==> config.mk <==
export PLATFORM = sky130hd
export DESIGN_NAME = bm25_front
export DESIGN_NICKNAME = d
export VERILOG_FILES = /design/src/rtl/bm25_pkg.sv /design/src/rtl/bm25_front.sv
export SDC_FILE = /design/constraint.sdc
export NUM_CORES = 1
export LEC_CHECK = 0
export BUFFER_PORTS_ARGS = -buffer_cell sky130_fd_sc_hd__clkbuf_2
export CAP_MARGIN = 20
export CELL_PAD_IN_SITES_DETAIL_PLACEMENT = 2
export CELL_PAD_IN_SITES_GLOBAL_PLACEMENT = 2
export CORE_MARGIN = 1.5
export CORE_UTILIZATION = 26
export CTS_BUF_LIST = sky130_fd_sc_hd__clkbuf_8 sky130_fd_sc_hd__clkbuf_16
export CTS_CLUSTER_DIAMETER = 150
export DETAILED_ROUTE_END_ITERATION = 16
export GPL_TIMING_DRIVEN = 0
export HOLD_SLACK_MARGIN = 0.12
export PLACE_DENSITY = 0.88
export SLEW_MARGIN = 25
export SYNTH_ARGS = -nofsm -noshare
export SYNTH_HDL_FRONTEND = slang
export SYNTH_SLANG_ARGS = --single-unit
==> constraint.sdc <==
create_clock -name i_clk -period 2.7 [get_ports i_clk]
set_input_delay 0.54 -clock i_clk [delete_from_list [all_inputs] [get_ports i_clk]]
set_output_delay 0.54 -clock i_clk [all_outputs]
set_load 0.01 [all_outputs]
==> src/rtl/bm25_pkg.sv <==
// Shared constants, types and codes of the BM25 ranking engine.
package bm25_pkg;

    localparam int MAX_CHUNKS = 4096;
    localparam int TOP_MAX    = 16;
    localparam int IDX_W      = $clog2(MAX_CHUNKS);
    localparam int SCAN_W     = $clog2(MAX_CHUNKS + 1);
    localparam int TOP_W      = $clog2(TOP_MAX);
    localparam int CNT_W      = $clog2(TOP_MAX + 1);
    localparam int FIFO_DEPTH = 4;
    localparam int FIFO_AW    = $clog2(FIFO_DEPTH);
    localparam int DIV_STEPS  = 64;

    localparam logic [31:0] ONE_Q16 = 32'd65536;
    localparam logic [31:0] LN2_Q32 = 32'd2977044472;
    localparam logic [6:0]  SERIES_LIMIT = 7'd99;

    typedef enum logic [1:0] {
        CMD_LEN  = 2'd0,
        CMD_TERM = 2'd1,
        CMD_POST = 2'd2,
        CMD_EMIT = 2'd3
    } t_cmd;

    typedef enum logic [1:0] {
        REG_TERM_SAT_K     = 2'd0,
        REG_LENGTH_WEIGHT  = 2'd1,
        REG_AVERAGE_LENGTH = 2'd2,
        REG_CHUNK_TOTAL    = 2'd3
    } t_reg;

    typedef struct packed {
        t_cmd              cmd;
        logic [IDX_W-1:0]  idx;
        logic [15:0]       arg;
    } t_entry;

    typedef struct packed {
        logic [17:0] term_sat_k;
        logic [16:0] length_weight;
        logic [31:0] average_length;
        logic [12:0] chunk_total;
    } t_cfg;

    typedef struct packed {
        logic busy;
        logic done;
    } t_div_stat;

    typedef enum logic [4:0] {
        S_CLEAR,
        S_IDLE,
        S_DIV_WAIT,
        S_T_NORM,
        S_T_ZDIV,
        S_T_Z2,
        S_T_SQ,
        S_T_CHK,
        S_T_PMUL,
        S_T_PDIV,
        S_T_PACC,
        S_T_FIN,
        S_P_RDIV,
        S_P_BR,
        S_P_NORM,
        S_P_KN,
        S_P_NUM,
        S_P_QDIV,
        S_P_MUL,
        S_P_WR,
        S_E_SCAN,
        S_E_DRAIN,
        S_E_OUT
    } t_state;

endpackage

==> src/rtl/bm25_front.sv <==
// Input stage: accepts words, clamps arguments and hands commands to the queue.
module bm25_front (
    input  logic                       i_clk,
    input  logic                       i_rst_n,
    input  logic                       i_valid,
    output logic                       o_stall,
    input  logic [1:0]                 i_cmd,
    input  logic [11:0]                i_chunk_index,
    input  logic [15:0]                i_chunk_length,
    input  logic [12:0]                i_doc_freq,
    input  logic [15:0]                i_term_freq,
    input  logic [4:0]                 i_result_count,
    input  logic [12:0]                i_chunk_total,
    input  logic                       i_hold,
    input  logic                       i_full,
    output logic                       o_push,
    output bm25_pkg::t_entry           o_entry
);

    logic             r_valid;
    logic             n_valid;
    bm25_pkg::t_entry r_entry;
    bm25_pkg::t_entry cls;
    logic             accept;
    logic             keep;

    assign o_push  = r_valid && !i_full;
    assign o_stall = i_hold || (r_valid && i_full);
    assign accept  = i_valid && !o_stall;
    assign o_entry = r_entry;

    always_comb begin
        cls.cmd = bm25_pkg::t_cmd'(i_cmd);
        cls.idx = i_chunk_index;
        keep    = 1'b1;
        case (cls.cmd)
            bm25_pkg::CMD_LEN: begin
                cls.arg = i_chunk_length;
                keep    = 32'(i_chunk_index) < bm25_pkg::MAX_CHUNKS;
            end
            bm25_pkg::CMD_TERM: begin
                cls.arg = (i_doc_freq > i_chunk_total) ? 16'(i_chunk_total) : 16'(i_doc_freq);
            end
            bm25_pkg::CMD_POST: begin
                cls.arg = i_term_freq;
                keep    = 32'(i_chunk_index) < bm25_pkg::MAX_CHUNKS;
            end
            default: begin
                cls.arg = (32'(i_result_count) > bm25_pkg::TOP_MAX) ?
                          16'(bm25_pkg::TOP_MAX) : 16'(i_result_count);
            end
        endcase
    end

    always_comb begin
        if (accept && keep) begin
            n_valid = 1'b1;
        end else if (o_push) begin
            n_valid = 1'b0;
        end else begin
            n_valid = r_valid;
        end
    end

    always_ff @(posedge i_clk) begin
        if (!i_rst_n) begin
            r_valid <= 1'b0;
        end else begin
            r_valid <= n_valid;
        end
    end

    always_ff @(posedge i_clk) begin
        if (accept) begin
            r_entry <= cls;
        end
    end

endmodule

[After elaboration in Yosys (flattened, before gate mapping)]
Cells that the tools add are included.
Operators by class
  $lt $le $gt $ge: 2
  equal/unequal tests: 2
  mux-type cells: 5
  reductions and logical operators: 8
Operators with widths (number)
  $pmux 16 s3: 1
  $gt 13x13->1: 1
  $mux 13: 1
  $gt 5x5->1 const B: 1
  $mux 5: 1
  $logic_and 1x1->1: 3
  $eq 2x1->1 const B: 1
  $eq 2x2->1 const B: 1
  $logic_not 1->1: 2
  $logic_not 2->1: 1
  $mux 1: 2
  $reduce_bool 2->1: 1
  $logic_or 1x1->1: 1
Word-level totals
  bits in registers: 31
  input port bits: 82
  output and inout bits: 32
  logic and storage cells: 21

[Logic depth before layout (Yosys ltp)]
  depth after elaboration: 5
  gate-level depth with buffers: 8
  mapped depth without buffers: 7

[Worst setup path before layout]
OpenSTA, ideal clock, no wires.
  kind: input-to-reg
  start point: input port i_chunk_total[3]
  end point: register r_entry, in the netlist o_entry[1] (data pin)
  setup time: 267 ps
  arrival time: 1941 ps
  required time: 2433 ps
  path slack: 492 ps
  cell stages on the path: 8
  path buffers: 1
  cell sequence: inv_1 ha_1 nand3_2 o21bai_4 a311o_1 a21oi_4 buf_8 o221ai_2
RTL lines
  start, declared: line bm25_front.sv:13  | input logic [12:0] i_chunk_total,
  end signal, assigned: line bm25_front.sv:75  | r_entry <= cls;
  end, declared: line bm25_front.sv:22  | bm25_pkg::t_entry r_entry;

==> out/metrics.yaml <==
status:
  status: "complete, no violations"
synth:
  ys.flop_type: "edfxtp_1"
  synth.cell_area_um2: 1970
  ys_ff_latch: 31
  synth_async_sr_flop_share: 0
  synth_cells: 166
  synth_fp_nets: 261
  seq_area_frac_synth: 0.468
  ys.warnings.count: 0
  synth_edf_count: 30
  synth_common_cells: "edfxtp_1, inv_1, mux2i_1, nand2_1, ha_1"
  syn_avg_cell_area_um2: 11.9
  synth_cell_types: 36
  synth.area.top_cells: "edfxtp_1, ha_1, mux2i_1, o221ai_2, inv_1"
  synth_most_common_cell: "edfxtp_1"
  synth_top_cell_by_area: "edfxtp_1"
  synth_top_area_frac: 0.457
cts:
  cts-root-buf: "clkbuf_8"
  cts_buffers: 5
  ctsResizeCount: 0
  postCtsSetupBuffers: 0
  clkTransAtPathRegs_ns: 0.07
  cts_hold_buf: 0
  htreeDepth: 2
  insertion_delay_ns: 0.28
  cts_sinks: 31
  cts_tree: "built"
  clk_path_buf_depth: 2
timing:
  timing.final.crit_share: 0.843
  slew_headroom: 0.598
  rsz0062_at_grt: "no"
  skew_ns: 0.00398
  slew_violations: 0
  clock.fmax_mhz: 439
  fin_tns_setup_ns: 0
  min_period_ns: 2.28
  worst_pin_slew_ns: 0.603
  hold_viol_final: 0
  setup_violations: 0
setup_path:
  cp_max_fo: 10
  critPathRequiredTime_ns: 2.71
  cp-end-kind: "register"
  crit_chain: "clkbuf_2, inv_1, ha_1, nand3_2, o21bai_4, a311o_1, a21oi_4, buf_8, o221ai_2"
  slowest_stage: "a311o_1"
  worst-path-buf-inv: 3
  crit_type: "in2reg"
  startpoint_type: "primary input"
  cpLargestDelayFamily: "compound AO/OA/AOI/OAI gates"
  critPathMaxStageDelay_ns: 0.42
  worstPathArrival_ns: 2.29
floorplan:
  initial_core_util: 0.270
  die_area_um2: 8110
  num_rows: 31
  core_area_um2: 7290
  die_w_um: 90.0
  die_height_um: 90.0
  io_pins: 114
route:
  drt_iter0_markers: 60
  num_vias: 1821
  routed_wl_mm: 6.73
  vias_per_cell: 4.71
  avgRoutedWirePerCell_um: 17.4
  drc: 0
  drt-pass1-iter-count: 4
  final_antenna_net_count: 0
placed_design:
  portBuffers: 113
  gp_congestion: 0.794
  hpwl_mm: 5.54
  dpl_cell_area_um2: 2680
pwr:
  vdd_drop_max_v: 0.000183
  power_density_nw_per_um2: 449
  p_leak_uw: 0.00130
grt:
  grt_pass1_wl_mm: 10.5
  antenna_found_initial: 0
  grt_overflow: 0
  grt_max_degree: 27
  track_usage: 0.168
  grt_pass1_vias: 2027
cells_and_area:
  nets: 382
  area_delta_synth_final_pct: 40.7
  fin_util: 0.380
  layout-drive-gt1-share: 0.528
  diodes: 0
  stdcell_area_um2: 2770
hold_path:
  hold_path.class: "in2reg"
job:
  max_cap_viol_count: 0
## cell type report
class / count / area [µm²]
clock buffers: 6 / 82.6
well taps: 99 / 124
fillers: 855 / 4520
plain buffers: 7 / 47.5
multi-input cells: 112 / 942
repair buffers: 114 / 586
flip-flops and latches: 31 / 921
clock inverters: 2 / 8.76
inverters: 16 / 60.1
## final timing paths
kind | start | to | slack (ns) | cells past startpoint
max | i_chunk_total[4] | o_entry[2] | 0.42 | 9
min | i_chunk_index[6] | o_entry[22] | 0.43 | 1
max reg2reg | r_valid | o_entry[9] | 1.40 | 3
min reg2reg | r_valid | r_valid | 0.58 | 2
## flip-flops by register name (all words and copies together), names as in the netlist
register,cells
r_valid,1
o_entry,30
## cell families (layout without fill, tap and decap cells)
| group | after synthesis | count (layout) | share of synthesized area |
|---|---|---|---|
| AOI/OAI and AO/OA | 36 | 36 | 0.186 |
| muxes | 16 | 16 | 0.0813 |
| DFF | 31 | 31 | 0.468 |
| adders and majority gates | 13 | 13 | 0.0826 |
| buffers and inverters | 23 | 145 | 0.0546 |
| and+or+nand+nor | 47 | 47 | 0.128 |
## routing by layer
layer,GRT usage,vias up,wire length (µm)
met5,0,-,0
met4,0.0278,0,34
met3,0.0457,6,435
met2,0.318,77,3580
met1,0.189,871,2690
li1,-,867,-
## per-stage QoR
stage / hold WS, ns / total power [µW] / setup slack (ns) / cells
after floorplan: 0.493 / 743 / 0.492 / 166
after detailed placement: 0.576 / 884 / 0.124 / 379
after global routing: 0.424 / 1320 / 0.353 / 387
after global placement: 0.511 / 865 / 0.221 / 378
final: 0.434 / 1250 / 0.424 / 387
after CTS: 0.426 / 1270 / 0.415 / 387
## power by group
group / switching (µW) / leakage, µW / internal [µW]
clock network: 176 / 0.0000524 / 202
logic: 163 / 0.000952 / 137
registers: 7.53 / 0.000291 / 560
## cells in the final DEF, fill, tap and decap left out, types with 2 or more instances in the layout
cell,n
clkbuf_2,113
clkbuf_1,3
nor2_1,11
buf_2,2
inv_1,17
o221ai_2,10
mux2i_1,16
a21oi_1,6
or2_2,7
nand3_1,2
edfxtp_1,30
a311o_1,2
clkbuf_8,6
nor2b_1,5
ha_1,13
a31oi_1,5
nand2_1,16
o21ai_0,2
(Power assumes the default switching activity.)
