[src/rtl/bm25_pkg.sv]
// Shared constants, types and codes of the BM25 ranking engine.
package bm25_pkg;

    localparam int MAX_CHUNKS = 4096;
    localparam int TOP_MAX    = 16;
    localparam int IDX_W      = $clog2(MAX_CHUNKS);
    localparam int SCAN_W     = $clog2(MAX_CHUNKS + 1);
    localparam int TOP_W      = $clog2(TOP_MAX);
    localparam int CNT_W      = $clog2(TOP_MAX + 1);
    localparam int FIFO_DEPTH = 4;
    localparam int FIFO_AW    = $clog2(FIFO_DEPTH);
    localparam int DIV_STEPS  = 64;

    localparam logic [31:0] ONE_Q16 = 32'd65536;
    localparam logic [31:0] LN2_Q32 = 32'd2977044472;
    localparam logic [6:0]  SERIES_LIMIT = 7'd99;

    typedef enum logic [1:0] {
        CMD_LEN  = 2'd0,
        CMD_TERM = 2'd1,
        CMD_POST = 2'd2,
        CMD_EMIT = 2'd3
    } t_cmd;

    typedef enum logic [1:0] {
        REG_TERM_SAT_K     = 2'd0,
        REG_LENGTH_WEIGHT  = 2'd1,
        REG_AVERAGE_LENGTH = 2'd2,
        REG_CHUNK_TOTAL    = 2'd3
    } t_reg;

    typedef struct packed {
        t_cmd              cmd;
        logic [IDX_W-1:0]  idx;
        logic [15:0]       arg;
    } t_entry;

    typedef struct packed {
        logic [17:0] term_sat_k;
        logic [16:0] length_weight;
        logic [31:0] average_length;
        logic [12:0] chunk_total;
    } t_cfg;

    typedef struct packed {
        logic busy;
        logic done;
    } t_div_stat;

    typedef enum logic [4:0] {
        S_CLEAR,
        S_IDLE,
        S_DIV_WAIT,
        S_T_NORM,
        S_T_ZDIV,
        S_T_Z2,
        S_T_SQ,
        S_T_CHK,
        S_T_PMUL,
        S_T_PDIV,
        S_T_PACC,
        S_T_FIN,
        S_P_RDIV,
        S_P_BR,
        S_P_NORM,
        S_P_KN,
        S_P_NUM,
        S_P_QDIV,
        S_P_MUL,
        S_P_WR,
        S_E_SCAN,
        S_E_DRAIN,
        S_E_OUT
    } t_state;

endpackage

[src/rtl/bm25_fifo.sv]
// Short command queue between the input stage and the execution core.
module bm25_fifo (
    input  logic             i_clk,
    input  logic             i_rst_n,
    input  logic             i_push,
    input  bm25_pkg::t_entry i_data,
    input  logic             i_pop,
    output bm25_pkg::t_entry o_data,
    output logic             o_empty,
    output logic             o_full
);

    bm25_pkg::t_entry                 r_mem [bm25_pkg::FIFO_DEPTH];
    logic [bm25_pkg::FIFO_AW-1:0]     r_wp;
    logic [bm25_pkg::FIFO_AW-1:0]     r_rp;
    logic [bm25_pkg::FIFO_AW:0]       r_count;

    assign o_empty = r_count == '0;
    assign o_full  = r_count == (bm25_pkg::FIFO_AW + 1)'(bm25_pkg::FIFO_DEPTH);
    assign o_data  = r_mem[r_rp];

    always_ff @(posedge i_clk) begin
        if (!i_rst_n) begin
            r_wp    <= '0;
            r_rp    <= '0;
            r_count <= '0;
        end else begin
            if (i_push) begin
                r_wp <= r_wp + 1'b1;
            end
            if (i_pop) begin
                r_rp <= r_rp + 1'b1;
            end
            if (i_push && !i_pop) begin
                r_count <= r_count + 1'b1;
            end else if (i_pop && !i_push) begin
                r_count <= r_count - 1'b1;
            end
        end
    end

    always_ff @(posedge i_clk) begin
        if (i_push) begin
            r_mem[r_wp] <= i_data;
        end
    end

    a_no_overflow: assert property (@(posedge i_clk) disable iff (!i_rst_n)
        !(i_push && o_full))
        else $error("push into full queue");
    a_no_underflow: assert property (@(posedge i_clk) disable iff (!i_rst_n)
        !(i_pop && o_empty))
        else $error("pop from empty queue");
    a_count_step: assert property (@(posedge i_clk) disable iff (!i_rst_n)
        (i_push && !i_pop) |=> r_count == $past(r_count) + 1'b1)
        else $error("queue count out of step");

endmodule

[config.mk]
export PLATFORM = sky130hd
export DESIGN_NAME = bm25_fifo
export DESIGN_NICKNAME = d
export VERILOG_FILES = /design/src/rtl/bm25_pkg.sv /design/src/rtl/bm25_fifo.sv
export SDC_FILE = /design/constraint.sdc
export NUM_CORES = 1
export LEC_CHECK = 0
export ABC_AREA = 0
export BUFFER_PORTS_ARGS = -buffer_cell sky130_fd_sc_hd__buf_4
export CELL_PAD_IN_SITES_DETAIL_PLACEMENT = 2
export CELL_PAD_IN_SITES_GLOBAL_PLACEMENT = 2
export CORE_MARGIN = 1
export CORE_UTILIZATION = 40
export DETAILED_ROUTE_END_ITERATION = 7
export GPL_TIMING_DRIVEN = 0
export PLACE_DENSITY = 0.74
export REMOVE_ABC_BUFFERS = 1
export SETUP_SLACK_MARGIN = 0.02
export SYNTH_ARGS = -nofsm -noshare
export SYNTH_HDL_FRONTEND = slang
export SYNTH_SLANG_ARGS = --single-unit
[constraint.sdc]
create_clock -name i_clk -period 2 [get_ports i_clk]
set_clock_uncertainty 0.2 [all_clocks]
set_input_delay 0.3 -clock i_clk [delete_from_list [all_inputs] [get_ports i_clk]]
set_output_delay 0.3 -clock i_clk [all_outputs]
set_load 0.03 [all_outputs]
# After elaboration in Yosys (flattened, before gate mapping)
# Memories as Yosys holds them, arrays and structs flattened. A register that Yosys moved wholly into a read port is not among the register bits.
# Cells that the tools add are included.
totals:
  word_cells: 21
  memories: 1
  inputBits: 34
  register_bits: 7
  out_inout_bits: 32
  ramBits: 120
mem_list:
  columns: ["name", "words", "word_bits", "read_ports", "rd_ports_with_merged_regs", "wr", "line_no", "text"]
  rows:
  - ["r_mem", 4, 30, 1, 1, 1, "bm25_fifo.sv:13", "bm25_pkg::t_entry r_mem [bm25_pkg::FIFO_DEPTH];"]
classes:
  muxes: 6
  n_addsub: 4
  n_reduce_logical: 6
  n_eq_ne: 1
op_table:
  columns: ["operator", "count"]
  rows:
  - ["3-bit two-way mux", 2]
  - ["2-bit by 1-bit adder with 2-bit output (second input constant)", 2]
  - ["2-bit two-way mux", 2]
  - ["3-bit by 1-bit adder with 3-bit output (second input constant)", 1]
  - ["3-bit equality test (second input constant)", 1]
  - ["3-bit zero test", 1]
  - ["3-bit by 1-bit subtractor with 3-bit output (second input constant)", 1]
  - ["1-bit logical AND", 2]
  - ["1-bit zero test", 2]
  - ["1-bit two-way mux", 2]
  - ["2-bit nonzero test", 1]

# Logic depth before layout (Yosys ltp)
depth:
  word_depth: 4
  ltp_mapped: 7
  mapped_depth_nobuf: 7

# Worst setup path after synthesis
# No wires, ideal clock.
synth_path:
  kind: "register to register"
  start: "register r_wp[0] (netlist bit)"
  end: "memory r_mem[2][0] (netlist bit) (enable)"
  stages_incl_launch_ff: 4
  path_buffers: 0
  setup_time_ns: 0.390
  t_required_ns: 1.410
  period_less_slack_ns: 1.875
  path_slack_ns: 0.125
  arrival_time_ns: 1.285
  path_cell_list: "dfxtp_1 > inv_1 > ha_1 > and2_1"
synth_lines:
  columns: ["item", "line_no", "text"]
  rows:
  - ["start: declaration", "bm25_fifo.sv:14", "logic [bm25_pkg::FIFO_AW-1:0] r_wp;"]
  - ["start signal: assignment", "bm25_fifo.sv:29", "r_wp <= r_wp + 1'b1;"]
  - ["end: declaration", "bm25_fifo.sv:13", null]
# Straight into the memory's write port.

==> key figures <==
Cells and area
  • Final #Nets: ~360
  • Layout cells sized above 1: 42.6%
  • Finished layout cell area: 0.00657 mm2
  • Antenna cells: 0
  • Area delta synth->final: 37.6%

GRT
  • GR Util All Layers: a little over a fifth
  • Vias in the first global route: about 2800
  • First-pass GRT wire length: between 15000 and 20000 um
  • Remaining global-route overflow: 0
  • Largest net degree at the start of global routing: 31
  • Antenna violations before repair: 1

Min path
  • Hold Crit Depth: 3
  • Hold crit path type: input port to flop

Yosys
  • Count leader, synth: edfxtp_1
  • Unique masters post-synth: 19
  • Register area share after synthesis: 79.3%
  • Most frequent cells after synthesis: edfxtp_1 (120), mux4_2 (30), and2_1 (9), dfxtp_1 (9), ha_1 (5)
  • Flops & latches, synth: 129
  • EDFF count, synth: 120
  • Async SR Flop Fraction: 0%
  • Ys flop type: edfxtp_1
  • Synth warn: 0
  • Post-Syn Area: between 0.004 and 0.005 mm2
  • Mean post-synth cell area: 24.0 um2
  • Share of the synthesized area in the top cell type: 75.5%
  • Cells after synthesis: around 200
  • Synth area leaders: edfxtp_1 (75%), mux4_2 (14%), dfxtp_1 (3.8%), ha_1 (1.3%), and2_1 (1.2%)
  • Dominant cell type by area after synthesis: edfxtp_1

Worst setup path
  • Worst setup SP type: flop
  • Critical Path RT: 1500 ps
  • Crit-path max FO: 12
  • Crit path DAT: 1700 ps
  • Critical path class: flop to output port
  • CP endpoint kind: output port
  • Setup slack, reg-to-reg: 270 ps
  • Worst Reg2Reg Path Length in Cells: 4

STA
  • Setup Viol. Count Final: 30
  • Final period util: 110%
  • Final Hold Violating Endpoints: 0
  • Actual slew at the worst max-slew pin: ~490 ps
  • Post-route setup slack: -202 ps
  • Final min period: between 2000 and 2500 ps
  • Max frequency: around 450 MHz
  • RSZ-0062 raised after global routing: yes
  • Slew HR: 67.4%
  • Max Slew Vio Count: 0

Place
  • Placer Congestion: around 0.6
  • Placed Instance Area: 0.00542 mm2
  • IO buf count: 65
  • Post-DP HPWL: roughly 6600 um

Detailed routing
  • Initial DRC count: 140
  • Routed vias: 2444
  • Remaining DRCs: 4
  • Via density: roughly 5.2
  • WL/cell: about 26 um
  • Initial DRT Pass Iterations: 6
  • Antenna viol nets, final: 0
  • Drt total wl: roughly 12000 um

Floorplanning
  • DIE WIDTH: 111 um
  • Die footprint: between 0.01 and 0.015 mm2
  • I/O pin total: 66
  • Die Span Y: roughly 110 um
  • Core Box Area: between 0.01 and 0.015 mm2
  • Starting density of the core: between 40% and 50%
  • FP Rows: 39

Clock tree
  • Clock H-tree levels: 4
  • CTS root buf: clkbuf_16
  • Worst skew pair latency: 410 ps
  • Num CTS Buffers: 17
  • Clk buf depth: 2
  • Worst-path clk slew: roughly 50 ps
  • CTS tree: built
  • Clock sink count: 129

Pwr
  • PwrDens: ~1100 mW/mm2
  • Total power: ~7.4 mW
  • IR drop worst, VDD: roughly 0.74 mV
  • Static leakage: 2.32 nW

Status
  • Violated checks: DRC, setup timing
  • Status: finished with violations

Run
  • Max Cap Viol: 0
logic make-up after synthesis:
logic type | Yosys count | share of synthesized area, %
xor+xnor | 5 | 0.918
buf+inv | 10 | 1.34
flops | 129 | 79.3
compound gates | 2 | 0.262
fa+ha+maj | 6 | 1.73
mux | 32 | 14.6
simple gates | 15 | 1.91
final timing paths:
check / from / endpoint
worst max-delay path: flop / o_data[14]
worst min-delay path: i_pop / flop
worst min register to register: r_count[2] / r_count[2]
worst max register to register: r_count[0] / r_count[2]
worst max-delay path: stages, from the launching register on:
cell and delay [ps]:
dfxtp_4 380, buf_12 170, mux4_2 570, buf_6 170
per-layer routing:
metal	GRT usage, %	wire (um)	vias to the layer above
met5	0	0	-
met4	6.49	52	0
met3	5.19	537	5
met2	35.9	6480	75
met1	28.7	5230	1305
li1	-	-	1059
registers in the layout (all words and copies together), names as in the netlist, named ones only:
register,flops
r_count,3
r_mem,120
r_wp,2
r_rp,2
stage by stage:
| step | utilization (%) | hold slack, ps | setup TNS [ps] | setup slack (ps) | std cells |
|---|---|---|---|---|---|
| after floorplan | - | 199 | -18850 | -628 | 193 |
| after global placement | 46.8 | 295 | -99660 | -1330 | 401 |
| after detailed placement | 47.1 | 304 | -4850 | -281 | 402 |
| after CTS | 56.9 | 46.9 | -5870 | -231 | 471 |
| after global routing | 57.0 | 58.4 | -7250 | -268 | 472 |
| final | 57.0 | 62.5 | -5160 | -202 | 472 |
cell usage in the layout (no fill, tap or decap):
cell type	synthesis	routed
nand2_1	1	1
dfxtp_4	0	2
mux4_2	30	30
and2_4	0	4
clkinv_1	0	1
buf_6	3	31
edfxtp_1	120	120
xnor2_1	2	2
or3_1	1	1
bufinv_16	0	3
clkinvlp_4	0	2
buf_12	0	3
o21ai_0	1	1
dlygate4sd3_1	0	31
nor3b_1	1	1
xor2_1	3	3
nor2b_1	2	2
buf_4	0	38
clkbuf_16	0	17
ha_1	5	5
clkbuf_8	0	4
fa_1	1	1
buf_16	0	1
dfxtp_1	9	7
inv_1	4	4
nor3_1	1	1
mux2i_1	2	2
and2_1	9	5
a21boi_0	1	1
clkinv_2	0	5
what timing repair did:
| item | CTS | global route |
|---|---|---|
| hold endpoints to repair | 126 | 0 |
| setup endpoints to repair | 30 | 139 |
| hold buffers | 31 | 0 |
| pin swaps | 0 | 0 |
| buffers inserted | 6 | 1 |
| resized for setup | 32 | 5 |
final cells by class:
cell class | count | area (um2)
flip-flops and latches | 129 | 3790
multi-input cells | 60 | 936
repair buffers | 104 | 1030
clock inverters | 11 | 134
well taps | 143 | 179
clock buffers | 21 | 480
inverters | 4 | 15.0
fillers | 960 | 4950
power breakdown:
part | total (mW) | switching (mW) | internal (mW) | leakage (nW)
logic | 1.03 | 0.540 | 0.489 | 0.838
registers | 3.17 | 0.0697 | 3.10 | 1.18
clock network | 3.22 | 1.14 | 2.08 | 0.302
total | 7.41 | 1.75 | 5.67 | 2.32
Power figures use the tool's default switching activity.
